**src/sv/best_fit_block_allocator_unit_macros.svh**
```systemverilog
// assertion macros for the best-fit block allocator
// used by best_fit_block_allocator_unit, expects clk and rst_n in scope
`ifndef BEST_FIT_BLOCK_ALLOCATOR_UNIT_MACROS_SVH
`define BEST_FIT_BLOCK_ALLOCATOR_UNIT_MACROS_SVH
`ifndef ASSERT_OFF
`define BFA_ASSERT(label, prop, msg) \
  label: assert property (@(posedge clk) disable iff (!rst_n) (prop)) else $error(msg);
`define BFA_NEVER(label, expr, msg) \
  label: assert property (@(posedge clk) disable iff (!rst_n) !(expr)) else $error(msg);
`else
`define BFA_ASSERT(label, prop, msg)
`define BFA_NEVER(label, expr, msg)
`endif
`endif

```
**src/sv/bfa_pkg.sv**
```systemverilog
// shared types and codes for the best-fit block allocator
// no dependencies
package bfa_pkg;

  localparam int AMT_W  = 16;
  localparam int ID_W   = 7;
  localparam int STAT_W = 2;

  localparam logic REQ_ADD   = 1'b0;
  localparam logic REQ_ALLOC = 1'b1;

  localparam logic [STAT_W-1:0] STAT_OK    = 2'd0;
  localparam logic [STAT_W-1:0] STAT_NOFIT = 2'd1;
  localparam logic [STAT_W-1:0] STAT_FULL  = 2'd2;

  typedef enum logic [2:0] {
    ST_IDLE,
    ST_ADD,
    ST_SCAN,
    ST_WRITE,
    ST_FINISH
  } st_t;

  typedef struct packed {
    logic [STAT_W-1:0] status;
    logic [ID_W-1:0]   block_id;
    logic [AMT_W-1:0]  remaining_size;
  } res_t;

endpackage

```
**src/sv/bfa_if.sv**
```systemverilog
// request and result channels of the best-fit block allocator
// depends on bfa_pkg
interface bfa_in_if import bfa_pkg::*; ();
  logic             valid;
  logic             ready;
  logic             req_type;
  logic [AMT_W-1:0] amount;

  modport source (output valid, output req_type, output amount, input ready);
  modport sink   (input valid, input req_type, input amount, output ready);
endinterface

interface bfa_out_if import bfa_pkg::*; ();
  logic              valid;
  logic              ready;
  logic [STAT_W-1:0] status;
  logic [ID_W-1:0]   block_id;
  logic [AMT_W-1:0]  remaining_size;

  modport source (output valid, output status, output block_id, output remaining_size,
                  input ready);
  modport sink   (input valid, input status, input block_id, input remaining_size,
                  output ready);
endinterface

```
**src/sv/best_fit_block_allocator_unit.sv**
```systemverilog
// best-fit block allocator: free block table, sequential scan and write-back
// depends on bfa_pkg, bfa_if and best_fit_block_allocator_unit_macros.svh
//
// in_ch carries one request word: req_type 0 appends a free block of size
// amount, req_type 1 allocates amount from the smallest block that fits
// (first one wins a tie). out_ch returns one result word per request:
// status, block_id (1-based, 0 when none) and remaining_size.
// in_ch.ready is high only while the sequencer is idle; one word is worked
// on at a time.
// an add writes its block in ST_ADD, unless the table is full, and loads
// its result in ST_FINISH. an allocate reads the table in ST_SCAN through
// the one memory read port, one block per cycle, with a single compare
// unit, writes back the chosen block, if any, in ST_WRITE and loads its
// result in ST_FINISH, which waits for the output register to free. the
// next request can be taken in the cycle after the load.
// the result sits in an output register, so a new request can be accepted
// while out_ch is stalled; that request then waits for the register to free
// before its own result is loaded.
// reset empties the table (block count to zero) at once; memory contents
// are not cleared since only entries below the count are ever read.
`include "best_fit_block_allocator_unit_macros.svh"

module best_fit_block_allocator_unit
  import bfa_pkg::*;
#(
  parameter int MAX_BLOCKS = 64,
  parameter int SIZE_BITS  = 16
) (
  input logic       clk,
  input logic       rst_n,
  bfa_in_if.sink    in_ch,
  bfa_out_if.source out_ch
);

  localparam int CNT_W = $clog2(MAX_BLOCKS + 1);
  localparam int IDX_W = (MAX_BLOCKS > 1) ? $clog2(MAX_BLOCKS) : 1;

  // control
  st_t              state_r, state_nxt;
  logic [CNT_W-1:0] count_r, count_nxt;
  logic [CNT_W-1:0] rd_idx_r, rd_idx_nxt;
  logic             chk_v_r, chk_v_nxt;
  logic             found_r, found_nxt;
  logic             out_valid_r, out_valid_nxt;

  // payload
  logic                 req_type_r, req_type_nxt;
  logic [SIZE_BITS-1:0] amt_r, amt_nxt;
  logic [IDX_W-1:0]     chk_idx_r, chk_idx_nxt;
  logic [IDX_W-1:0]     best_idx_r, best_idx_nxt;
  logic [SIZE_BITS-1:0] best_r, best_nxt;
  res_t                 pend_r, pend_nxt;
  res_t                 res_r, res_nxt;

  // memory
  logic [SIZE_BITS-1:0] blk_size_r [MAX_BLOCKS];
  logic [SIZE_BITS-1:0] rd_data_r;
  logic                 rd_en;
  logic [IDX_W-1:0]     rd_addr;
  logic                 mem_we;
  logic [IDX_W-1:0]     mem_wa;
  logic [SIZE_BITS-1:0] mem_wd;

  logic in_fire;
  logic out_free;
  logic issue_more;
  logic table_full;
  logic fits;

  assign in_fire    = in_ch.valid && in_ch.ready;
  assign out_free   = !out_valid_r || out_ch.ready;
  assign issue_more = rd_idx_r < count_r;
  assign table_full = count_r >= CNT_W'(MAX_BLOCKS);
  // the shared compare unit
  assign fits = (rd_data_r >= amt_r) && (!found_r || (rd_data_r < best_r));

  // next state
  always_comb begin
    state_nxt = state_r;
    unique case (state_r)
      ST_IDLE: begin
        if (in_fire) begin
          state_nxt = (in_ch.req_type == REQ_ADD) ? ST_ADD : ST_SCAN;
        end
      end
      ST_ADD: state_nxt = ST_FINISH;
      ST_SCAN: begin
        if (!issue_more && !chk_v_r) begin
          state_nxt = ST_WRITE;
        end
      end
      ST_WRITE: state_nxt = ST_FINISH;
      ST_FINISH: begin
        if (out_free) begin
          state_nxt = ST_IDLE;
        end
      end
      default: state_nxt = ST_IDLE;
    endcase
  end

  // sequencer outputs
  always_comb begin
    in_ch.ready = 1'b0;
    rd_en       = 1'b0;
    rd_addr     = rd_idx_r[IDX_W-1:0];
    mem_we      = 1'b0;
    mem_wa      = count_r[IDX_W-1:0];
    mem_wd      = amt_r;
    unique case (state_r)
      ST_IDLE: in_ch.ready = 1'b1;
      ST_ADD: mem_we = !table_full;
      ST_SCAN: rd_en = issue_more;
      ST_WRITE: begin
        mem_we = found_r;
        mem_wa = best_idx_r;
        mem_wd = best_r - amt_r;
      end
      ST_FINISH: ;
      default: ;
    endcase
  end

  // datapath
  always_comb begin
    count_nxt     = count_r;
    rd_idx_nxt    = rd_idx_r;
    chk_v_nxt     = 1'b0;
    chk_idx_nxt   = chk_idx_r;
    found_nxt     = found_r;
    best_idx_nxt  = best_idx_r;
    best_nxt      = best_r;
    req_type_nxt  = req_type_r;
    amt_nxt       = amt_r;
    pend_nxt      = pend_r;
    res_nxt       = res_r;
    out_valid_nxt = out_valid_r && !out_ch.ready;

    if (in_fire) begin
      req_type_nxt = in_ch.req_type;
      amt_nxt      = SIZE_BITS'(in_ch.amount);
      rd_idx_nxt   = '0;
      found_nxt    = 1'b0;
    end

    if (state_r == ST_ADD) begin
      if (table_full) begin
        pend_nxt = '{status: STAT_FULL, block_id: '0, remaining_size: '0};
      end else begin
        count_nxt = count_r + CNT_W'(1);
        pend_nxt  = '{status: STAT_OK, block_id: ID_W'(count_r + CNT_W'(1)),
                      remaining_size: AMT_W'(amt_r)};
      end
    end

    if (state_r == ST_SCAN) begin
      if (issue_more) begin
        rd_idx_nxt  = rd_idx_r + CNT_W'(1);
        chk_v_nxt   = 1'b1;
        chk_idx_nxt = rd_idx_r[IDX_W-1:0];
      end
      if (chk_v_r && fits) begin
        found_nxt    = 1'b1;
        best_nxt     = rd_data_r;
        best_idx_nxt = chk_idx_r;
      end
    end

    if (state_r == ST_WRITE) begin
      if (found_r) begin
        pend_nxt = '{status: STAT_OK,
                     block_id: ID_W'(CNT_W'(best_idx_r) + CNT_W'(1)),
                     remaining_size: AMT_W'(mem_wd)};
      end else begin
        pend_nxt = '{status: STAT_NOFIT, block_id: '0, remaining_size: '0};
      end
    end

    if (state_r == ST_FINISH && out_free) begin
      res_nxt       = pend_r;
      out_valid_nxt = 1'b1;
    end
  end

  always_ff @(posedge clk) begin
    if (!rst_n) begin
      state_r     <= ST_IDLE;
      count_r     <= '0;
      rd_idx_r    <= '0;
      chk_v_r     <= 1'b0;
      found_r     <= 1'b0;
      out_valid_r <= 1'b0;
    end else begin
      state_r     <= state_nxt;
      count_r     <= count_nxt;
      rd_idx_r    <= rd_idx_nxt;
      chk_v_r     <= chk_v_nxt;
      found_r     <= found_nxt;
      out_valid_r <= out_valid_nxt;
    end
  end

  always_ff @(posedge clk) begin
    req_type_r <= req_type_nxt;
    amt_r      <= amt_nxt;
    chk_idx_r  <= chk_idx_nxt;
    best_idx_r <= best_idx_nxt;
    best_r     <= best_nxt;
    pend_r     <= pend_nxt;
    res_r      <= res_nxt;
  end

  // block size table, one write and one registered read port
  always_ff @(posedge clk) begin
    if (mem_we) begin
      blk_size_r[mem_wa] <= mem_wd;
    end
    if (rd_en) begin
      rd_data_r <= blk_size_r[rd_addr];
    end
  end

  assign out_ch.valid          = out_valid_r;
  assign out_ch.status         = res_r.status;
  assign out_ch.block_id       = res_r.block_id;
  assign out_ch.remaining_size = res_r.remaining_size;

  `BFA_ASSERT(a_count_bound, count_r <= CNT_W'(MAX_BLOCKS), "block count above table size")
  `BFA_ASSERT(a_we_state, mem_we |-> (state_r == ST_ADD || state_r == ST_WRITE),
              "table written outside add or write-back")
  `BFA_ASSERT(a_best_fits, (found_r && req_type_r == REQ_ALLOC) |-> (best_r >= amt_r),
              "chosen block smaller than request")
  `BFA_NEVER(a_scan_add, state_r == ST_SCAN && req_type_r == REQ_ADD,
             "scan running for an add request")
  `BFA_ASSERT(a_load_finish, $rose(out_valid_r) |-> ($past(state_r) == ST_FINISH),
              "result loaded outside finish")

endmodule
```
**src/flat_wrapper.sv**
```systemverilog
// flat-port wrapper written by rule: the top's interface ports become plain ports
module best_fit_block_allocator_unit_flat import bfa_pkg::*;
#(
  parameter int MAX_BLOCKS = 64,
  parameter int SIZE_BITS  = 16
)
  (clk, rst_n, in_ch_valid, in_ch_req_type, in_ch_amount, in_ch_ready, out_ch_valid, out_ch_status, out_ch_block_id, out_ch_remaining_size, out_ch_ready);
  bfa_in_if in_ch_i ();
  bfa_out_if out_ch_i ();
  input logic clk;
  input logic rst_n;
  input wire logic [$bits(in_ch_i.valid)-1:0] in_ch_valid;
  input wire logic [$bits(in_ch_i.req_type)-1:0] in_ch_req_type;
  input wire logic [$bits(in_ch_i.amount)-1:0] in_ch_amount;
  output wire logic [$bits(in_ch_i.ready)-1:0] in_ch_ready;
  output wire logic [$bits(out_ch_i.valid)-1:0] out_ch_valid;
  output wire logic [$bits(out_ch_i.status)-1:0] out_ch_status;
  output wire logic [$bits(out_ch_i.block_id)-1:0] out_ch_block_id;
  output wire logic [$bits(out_ch_i.remaining_size)-1:0] out_ch_remaining_size;
  input wire logic [$bits(out_ch_i.ready)-1:0] out_ch_ready;
  assign in_ch_i.valid = in_ch_valid;
  assign in_ch_i.req_type = in_ch_req_type;
  assign in_ch_i.amount = in_ch_amount;
  assign in_ch_ready = in_ch_i.ready;
  assign out_ch_valid = out_ch_i.valid;
  assign out_ch_status = out_ch_i.status;
  assign out_ch_block_id = out_ch_i.block_id;
  assign out_ch_remaining_size = out_ch_i.remaining_size;
  assign out_ch_i.ready = out_ch_ready;
  best_fit_block_allocator_unit #(.MAX_BLOCKS(MAX_BLOCKS), .SIZE_BITS(SIZE_BITS)) u_core (.clk(clk), .rst_n(rst_n), .in_ch(in_ch_i), .out_ch(out_ch_i));
endmodule
```
**config.mk**
```make
export PLATFORM = sky130hd
export DESIGN_NAME = best_fit_block_allocator_unit_flat
export DESIGN_NICKNAME = d
export VERILOG_FILES = /design/src/sv/bfa_pkg.sv /design/src/sv/bfa_if.sv /design/src/sv/best_fit_block_allocator_unit.sv /design/src/flat_wrapper.sv
export VERILOG_INCLUDE_DIRS = /design/src /design/src/sv
export SDC_FILE = /design/constraint.sdc
export NUM_CORES = 1
export LEC_CHECK = 0
export CAP_MARGIN = 20
export CORE_AREA = 2 2 279 281
export CTS_CLUSTER_DIAMETER = 80
export DETAILED_ROUTE_END_ITERATION = 10
export DIE_AREA = 0 0 281 283
export DONT_BUFFER_PORTS = 1
export HOLD_SLACK_MARGIN = 0.03
export PLACE_DENSITY = 0.75
export SLEW_MARGIN = 20
export SYNTH_ARGS = -nofsm -noshare
export SYNTH_HDL_FRONTEND = slang
export SYNTH_SLANG_ARGS = --single-unit
```
**constraint.sdc**
```tcl
create_clock -name clk -period 8.92 [get_ports clk]
set_input_delay 0.446 -clock clk [delete_from_list [all_inputs] [get_ports clk]]
set_output_delay 0.446 -clock clk [all_outputs]
set_load 0.02 [all_outputs]
```
==> metrics.md, run 1 <==
| Metric | Value |
|---|---|
| Library cells used by synthesis | 59 |
| Part of the Yosys area used for sequential elements | 75.5% |
| Worst Path Arrival | 4680 ps |
| Worst setup slack after placement | 4780 ps |
| Instance count of the mapped netlist | 2,146 |
| Endpoint class of the critical path | flip-flop |
| Final worst path period share | 48.3% |
| Layout overhead on the synthesized area | 12.0% |
| Number of flops mapped to enable cells by yosys | 1,134 |
| Synth Register Bits | 1,154 |
| NumNets Final | 2,355 |
| Dominant combinational cell family by area after synthesis | multiplexers |
| Initial antenna violation count | 3 |
| Maxcap violations | 0 |
| TritonCTS buffer count | 110 |
| Final count of hold timing violations | 0 |
| Family with the most delay on the worst path | simple AND/OR/NAND/NOR gates |
| Clock sink total | 1,154 |
| Synthesized-area fraction occupied by ao, oa, aoi and oai cells | 2.63% |
| Total chip power | 11.3 mW |
| Synth warnings | 0 |
| Vias in the first global route | 22,400 |
| Length in cells of the worst reg-to-reg path | 9 |
| RSZ-0062 raised after global routing | false |
| Remaining DRCs | 0 |
| Sum of net half-perimeters after detailed placement | 60.7 mm |
| Post-layout worst setup margin | 4610 ps |
| Setup violations, final | 0 |
| R2R Setup Slk | 4610 ps |
| Effective utilization at floorplan | 59.5% |
| Crit path largest cell delay | 750 ps |
| Post-Synth Adder-Cell Area | 1.61% |
| Pin count of the biggest net entering global routing | 150 |
| Clock-pin slew of the registers on the worst-case setup and hold paths | 60 ps |
| Clock tree from TritonCTS | built |
| Critical path buffer and inverter count | 3 |
| Fraction of synthesized area in multiplexers | 15.9% |
| Worst-path fanout max | 47 |
| Number of vias per cell | 6.57 |
| Worst path depth | 9 |
| Top-level port count | 48 |
| Die footprint | 79,500 um^2 |
| Post-synthesis share of cell area spent on and, or, nand and nor gates | 2.53% |
| Remaining Overflow, GRT | 0 |
| Global-route usage over all layers | 26.5% |
| Root buffer selected by CTS | sky130_fd_sc_hd__clkbuf_16 |
| Start-to-end type of the worst setup path | reg -> reg |
| First-pass GRT wire length | 152 mm |
| Required time at the worst-slack endpoint | 9290 ps |
| Filler cells | 4,663 |
| Floorplan Core Area | 76,700 um^2 |
| Result of the run | complete, no violations |
| Multi-input gate area in the final layout | 10,800 um^2 |
| Sequential cell area | 34,500 um^2 |
| Headroom to the max-slew limit | 20.9% |
| Cell with the largest stage delay on the worst path | sky130_fd_sc_hd__inv_1 |
| Type of the tightest min-delay check | in -> reg |
| Util after Layout | 66.6% |
| Routed wire length per instance | 30.2 um |
| Post-synthesis average cell area | 21.3 um^2 |
| Postcts setup bufs | 0 |
| Mapped Nets | 2,225 |
| First-pass iteration count of the detailed router | 7 |
| Fraction of registers with async set/reset | 0% |
| Number of DRC markers after the initial detailed-route iteration | 3,047 |
| Number of buffers between clock root and the deepest sink | 3 |
| Fin Setup TNS | 0 ps |
| Clock Skews | 24.2 ps |
| Static Leakage | 15.8 nW |
| Power per standard cell area | 220 nW/um^2 |
| Fmax | 0.232 GHz |
| Height of the die | 283 um |
| Clock latency on the worst-skew pair | 680 ps |
| Routed vias | 22,400 |
| Std cell rows | 102 |
| Synth Cell Area | 45,600 um^2 |
| Primary flip-flop cell chosen by synthesis mapping | sky130_fd_sc_hd__edfxtp_1 |
| Worst vdd ir | 144 uV |
| Die X | 281 um |
| Remaining antenna violation count after routing | 0 |
| Cell breakdown of the critical path | nand2b_2 > inv_1 > nand2_2 > buf_4 > nor2_1 > a22o_1 > nand2_1 > nor2_1 > buf_4 |
| Count of H-tree levels built during CTS | 3 |
| Final Wtd Congestion | 0.921 |
| Port buffer count | 0 |
| Synthesized-area fraction occupied by xor and xnor cells | 0.499% |
| Tightest Pin Transition | 1190 ps |
| Share of final-layout standard cells stronger than drive strength 1 | 25.3% |
| Type of element launching the critical path | flip-flop |
| Cell depth of the worst min-delay path | 2 |
| Total count of max-transition violations in the final report | 0 |
| Total wirelength of the detailed-routed design | 103 mm |
| Fin crit period | 4310 ps |
==> cells in the final DEF, fill, tap and decap left out, types with 5 or more instances in the layout <==
master and instances:
sky130_fd_sc_hd__a21o_1 16, sky130_fd_sc_hd__a21oi_1 41, sky130_fd_sc_hd__a22oi_1 29, sky130_fd_sc_hd__buf_4 89
sky130_fd_sc_hd__bufinv_16 7, sky130_fd_sc_hd__clkbuf_1 20, sky130_fd_sc_hd__clkbuf_16 111, sky130_fd_sc_hd__clkinv_1 23
sky130_fd_sc_hd__clkinv_2 21, sky130_fd_sc_hd__clkinv_4 5, sky130_fd_sc_hd__clkinvlp_4 8, sky130_fd_sc_hd__dfxtp_1 16
sky130_fd_sc_hd__dlygate4sd3_1 21, sky130_fd_sc_hd__edfxtp_1 1134, sky130_fd_sc_hd__ha_1 57, sky130_fd_sc_hd__inv_1 46
sky130_fd_sc_hd__mux2i_1 11, sky130_fd_sc_hd__mux4_2 317, sky130_fd_sc_hd__nand2_1 76, sky130_fd_sc_hd__nand2b_1 9
sky130_fd_sc_hd__nand3_1 23, sky130_fd_sc_hd__nand3b_1 6, sky130_fd_sc_hd__nand4_1 9, sky130_fd_sc_hd__nor2_1 88
sky130_fd_sc_hd__nor2b_1 5, sky130_fd_sc_hd__nor3_1 13, sky130_fd_sc_hd__o21a_1 9, sky130_fd_sc_hd__o21ai_0 21
sky130_fd_sc_hd__o21ai_4 12, sky130_fd_sc_hd__o22ai_1 16, sky130_fd_sc_hd__xnor2_1 17, sky130_fd_sc_hd__xor2_1 8
==> per-stage QoR <==
stage,hold WS [ps],cells,area (um^2)
after detailed placement,405,3183,47400
final,167,3407,51100
after floorplan,400,2146,45600
after global routing,178,3406,51100
after global placement,401,3181,47400
after CTS,121,3406,51100
==> per-layer routing <==
metal	up-vias	wire length, um	GRT usage [%]
met4	4	4020	9.89
met1	11800	39800	38.0
met3	195	8630	4.61
met2	1207	50600	41.6
met5	-	22	0
li1	9218	-	-
==> report_power, final <==
group          switching, mW  internal (mW)
clock network           1.97           2.49
logic                  0.444          0.148
registers             0.0418           6.16
==> area by class of cell <==
class | count | area share (%)
diodes | 1 | 0.00490
clock buffers | 131 | 5.58
clock inverters | 71 | 1.19
inverters | 46 | 0.338
multi-input cells | 851 | 21.1
flip-flops and latches | 1154 | 67.4
well taps | 1040 | 2.55
repair buffers | 113 | 1.80
==> Yosys cell counts (20+ instances only) <==
| cell | number | area, um^2 |
|---|---|---|
| sky130_fd_sc_hd__mux4_2 | 317 | 7140 |
| sky130_fd_sc_hd__ha_1 | 57 | 713 |
| sky130_fd_sc_hd__nor2_1 | 90 | 338 |
| sky130_fd_sc_hd__buf_2 | 23 | 115 |
| sky130_fd_sc_hd__nand3_1 | 24 | 120 |
| sky130_fd_sc_hd__dfxtp_1 | 20 | 400 |
| sky130_fd_sc_hd__edfxtp_1 | 1134 | 34100 |
| sky130_fd_sc_hd__clkbuf_1 | 52 | 195 |
| sky130_fd_sc_hd__a21oi_1 | 41 | 205 |
| sky130_fd_sc_hd__o21ai_0 | 33 | 165 |
| sky130_fd_sc_hd__inv_1 | 46 | 173 |
| sky130_fd_sc_hd__a22oi_1 | 29 | 218 |
| sky130_fd_sc_hd__nand2_1 | 77 | 289 |
==> kinds of logic (layout without fill, tap and decap cells) <==
family,count (synthesis),count (layout)
flip-flops,1154,1154
multiplexers,329,329
AND/OR/NAND/NOR,254,254
AO/OA/AOI/OAI,184,184
buffers and inverters,141,361
adder cells (fa/ha/maj),58,58
XOR/XNOR,26,26
other,0,1
==> registers in the layout, indices dropped and copies added (netlist names) <==
register	flops
u_core.amt_r	16
u_core.best_idx_r	6
u_core.best_r	16
u_core.blk_size_r	1024
u_core.chk_idx_r	6
u_core.chk_v_r	1
u_core.count_r	7
u_core.found_r	1
u_core.out_ch.block_id	7
u_core.out_ch.remaining_size	16
u_core.out_ch.status	2
u_core.out_ch.valid	1
u_core.pend_r	25
u_core.rd_data_r	16
u_core.rd_idx_r	7
u_core.state_r	3
==> final timing paths <==
kind	startpoint	to
max	u_core.state_r[2]$_SDFFE_PN0P_	u_core.blk_size_r[55][2]$_DFFE_PP_
min	rst_n	u_core.count_r[0]$_SDFFE_PN0P_
max reg2reg	u_core.state_r[2]$_SDFFE_PN0P_	u_core.blk_size_r[55][2]$_DFFE_PP_
min reg2reg	u_core.pend_r[5]$_DFFE_PP_	u_core.out_ch.remaining_size[5]$_DFFE_PP_
==> timing repair <==
| item | 4_1_cts | 5_1_grt |
|---|---|---|
| hold buffers | 21 | 0 |
| endpoints found under the setup margin | 0 | 0 |
| resized for setup | 0 | 0 |
| endpoints found under the hold margin | 25 | 0 |
Note: power is estimated with default switching activity, not from simulation.
==> inputs of run 2 (changes only) <==
- clock period: 8.92 -> 4.3 ns (I/O delays scaled with it)
==> metrics.md, run 2 (same netlist as run 1, synthesis figures left out) <==
| Metric | Value |
|---|---|
| Pin count of the biggest net entering global routing | 85 |
| Remaining DRCs | 0 |
| Crit path largest cell delay | 630 ps |
| Share of final-layout standard cells stronger than drive strength 1 | 26.3% |
| Destination of the worst hold path | u_core.amt_r[2]$_DFFE_PP_ |
| Maxcap violations | 0 |
| Die footprint | 79,500 um^2 |
| Sum of net half-perimeters after detailed placement | 61.9 mm |
| Final instance area | 51,600 um^2 |
| Type of element launching the critical path | flip-flop |
| RSZ-0062 raised after global routing | false |
| Setup violations, final | 0 |
| Highest-count cells in the layout ignoring fill and taps | sky130_fd_sc_hd__edfxtp_1, sky130_fd_sc_hd__mux4_2, sky130_fd_sc_hd__clkbuf_16 |
| Worst hold slack | 160 ps |
| Worst vdd ir | 326 uV |
| Floorplan Core Area | 76,700 um^2 |
| Total wirelength of the detailed-routed design | 108 mm |
| Crit Reg-Reg Endpoint | u_core.blk_size_r[11][11]$_DFFE_PP_ |
| R2R Setup Slk | 810 ps |
| Effective utilization at floorplan | 59.5% |
| Largest register FFs | 1,024 |
| Type of the tightest min-delay check | in -> reg |
| Filler cells | 4,629 |
| Layout overhead on the synthesized area | 13.0% |
| M3 GR Usage | 6.45% |
| Util after Layout | 67.2% |
| Endpoint class of the critical path | flip-flop |
| Clock-pin slew of the registers on the worst-case setup and hold paths | 60 ps |
| Final Wtd Congestion | 0.928 |
| Vias in the first global route | 23,300 |
| Cell repeated most along the worst path | sky130_fd_sc_hd__a21oi_1 |
| Final count of hold timing violations | 0 |
| Global-route usage over all layers | 27.9% |
| Remaining Overflow, GRT | 0 |
| Final worst path period share | 81.1% |
| Total count of max-transition violations in the final report | 0 |
| Cell depth of the worst min-delay path | 1 |
| Sequential cell area | 34,500 um^2 |
| Grt peak-use layer | met2 |
| Number of cells in the design after placement | 3,210 |
| Length in cells of the worst reg-to-reg path | 9 |
| Remaining antenna violation count after routing | 0 |
| Top register by number of flip-flops | u_core.blk_size_r |
| Worst min-delay path startpoint | in_ch_amount[2] |
| Headroom to the max-slew limit | 24.1% |
| Root buffer selected by CTS | sky130_fd_sc_hd__clkbuf_16 |
| Cell with the largest stage delay on the worst path | sky130_fd_sc_hd__buf_4 |
| Multi-input gate area in the final layout | 10,800 um^2 |
| Post-DP Area | 47,700 um^2 |
| Met1 track utilization from global routing | 37.7% |
| Clock Skews | 44.8 ps |
| Routed vias | 22,900 |
| Number of vias per cell | 6.67 |
| Total chip power | 23.7 mW |
| Postcts setup bufs | 0 |
| Count of placed standard cells in the final layout, fillers left out | 3,436 |
| Most common cell after layout, fill and taps aside | sky130_fd_sc_hd__edfxtp_1 |
| Die X | 281 um |
| Std cell rows | 102 |
| Grt met2 use | 44.5% |
| Clock tree from TritonCTS | built |
| Routed wire length per instance | 31.5 um |
| Worst Path Arrival | 3820 ps |
| Largest registers in the final layout | u_core.blk_size_r: 1024 flops, u_core.pend_r: 25 flops |
| Crit Reg-Reg Startpoint | u_core.amt_r[6]$_DFFE_PP_ |
| Cell breakdown of the critical path | inv_1 > ha_1 > a21oi_1 > nand2_1 > o21ai_0 > a21oi_1 > o21a_1 > o31ai_4 > buf_4 |
| Worst-path fanout max | 64 |
| First-pass iteration count of the detailed router | 5 |
| Tightest Pin Transition | 1140 ps |
| Clock latency on the worst-skew pair | 690 ps |
| NumNets Final | 2,382 |
| Port buffer count | 0 |
| Number of DRC markers after the initial detailed-route iteration | 2,837 |
| Static Leakage | 16.1 nW |
| Required time at the worst-slack endpoint | 4640 ps |
| Number of gates resized after cts | 0 |
| Result of the run | complete, no violations |
| Count of H-tree levels built during CTS | 3 |
| First-pass GRT wire length | 159 mm |
| Top-level port count | 48 |
| Start-to-end type of the worst setup path | reg -> reg |
| Initial antenna violation count | 2 |
| Number of buffers between clock root and the deepest sink | 3 |
| Clock sink total | 1,154 |
| Height of the die | 283 um |
| TritonCTS buffer count | 110 |
| Power per standard cell area | 459 nW/um^2 |
| Fin crit period | 3490 ps |
| Fmax | 0.287 GHz |
-- run 2: changes by cell type in the layout (fill, tap and decap cells not counted), sizes merged --
| cell | change |
|---|---|
| buf | +27 |
| bufinv | +5 |
| clkinv | +4 |
| clkinvlp | -4 |
| inv | -3 |
-- run 2: power breakdown --
group	total (mW)	switching [mW]	leakage [nW]	internal, mW
combinational	1.21	0.886	3.94	0.320
sequential	12.8	0.0815	10.4	12.8
clock	9.62	4.12	1.76	5.50
total	23.7	5.09	16.1	18.6
-- run 2: stage by stage --
step	worst slack (ps)	TNS, ps
floorplan	-835	-106910
global placement	894	0
detailed placement	903	0
CTS	841	0
global route	554	0
finish	812	0
-- run 2: timing repair --
| action | 4_1_cts | 5_1_grt |
|---|---|---|
| setup endpoints to repair | 0 | 0 |
| endpoints found under the hold margin | 33 | 0 |
| hold buffers | 21 | 0 |
-- run 2: layout make-up --
cell class,instances,share of cell area [%]
Inverter,46,0.335
Multi-Input combinational cell,851,20.9
Sequential cell,1154,66.9
Clock buffer,131,5.57
Tap cell,1040,2.52
Timing Repair Buffer,140,2.36
Clock inverter,73,1.42
Antenna cell,1,0.00485
-- run 2: critical path, delay by kind of cell, from the launching register on --
| family | cells | cell delay (ps) |
|---|---|---|
| AO/OA/AOI/OAI | 5 | 1500 |
| buffers and inverters | 2 | 760 |
| flip-flops | 1 | 400 |
| adder cells (fa/ha/maj) | 1 | 310 |
| AND/OR/NAND/NOR | 1 | 80 |
-- run 2: worst max-delay path by stage --
stage                                   start                                  end  slack [ps]  cells past startpoint
2_1_floorplan  u_core.state_r[2]$_SDFFE_PN0P_   u_core.blk_size_r[0][10]$_DFFE_PP_        -840                      7
3_3_place_gp       u_core.best_r[0]$_DFFE_PP_  u_core.blk_size_r[36][14]$_DFFE_PP_         890                     11
3_5_place_dp       u_core.best_r[0]$_DFFE_PP_  u_core.blk_size_r[38][14]$_DFFE_PP_         900                     11
4_1_cts            u_core.best_r[0]$_DFFE_PP_  u_core.blk_size_r[39][14]$_DFFE_PP_         840                     11
5_1_grt             u_core.amt_r[6]$_DFFE_PP_   u_core.blk_size_r[5][15]$_DFFE_PP_         550                      9
6_report            u_core.amt_r[6]$_DFFE_PP_  u_core.blk_size_r[11][11]$_DFFE_PP_         810                      9
-- run 2: layer usage --
layer  share of wire (%)  vias to the layer above
li1                    -                     9296
met1                  37                    12000
met2                  49                     1401
met3                  10                      238
met4                 4.3                        2
met5              0.0083                        -
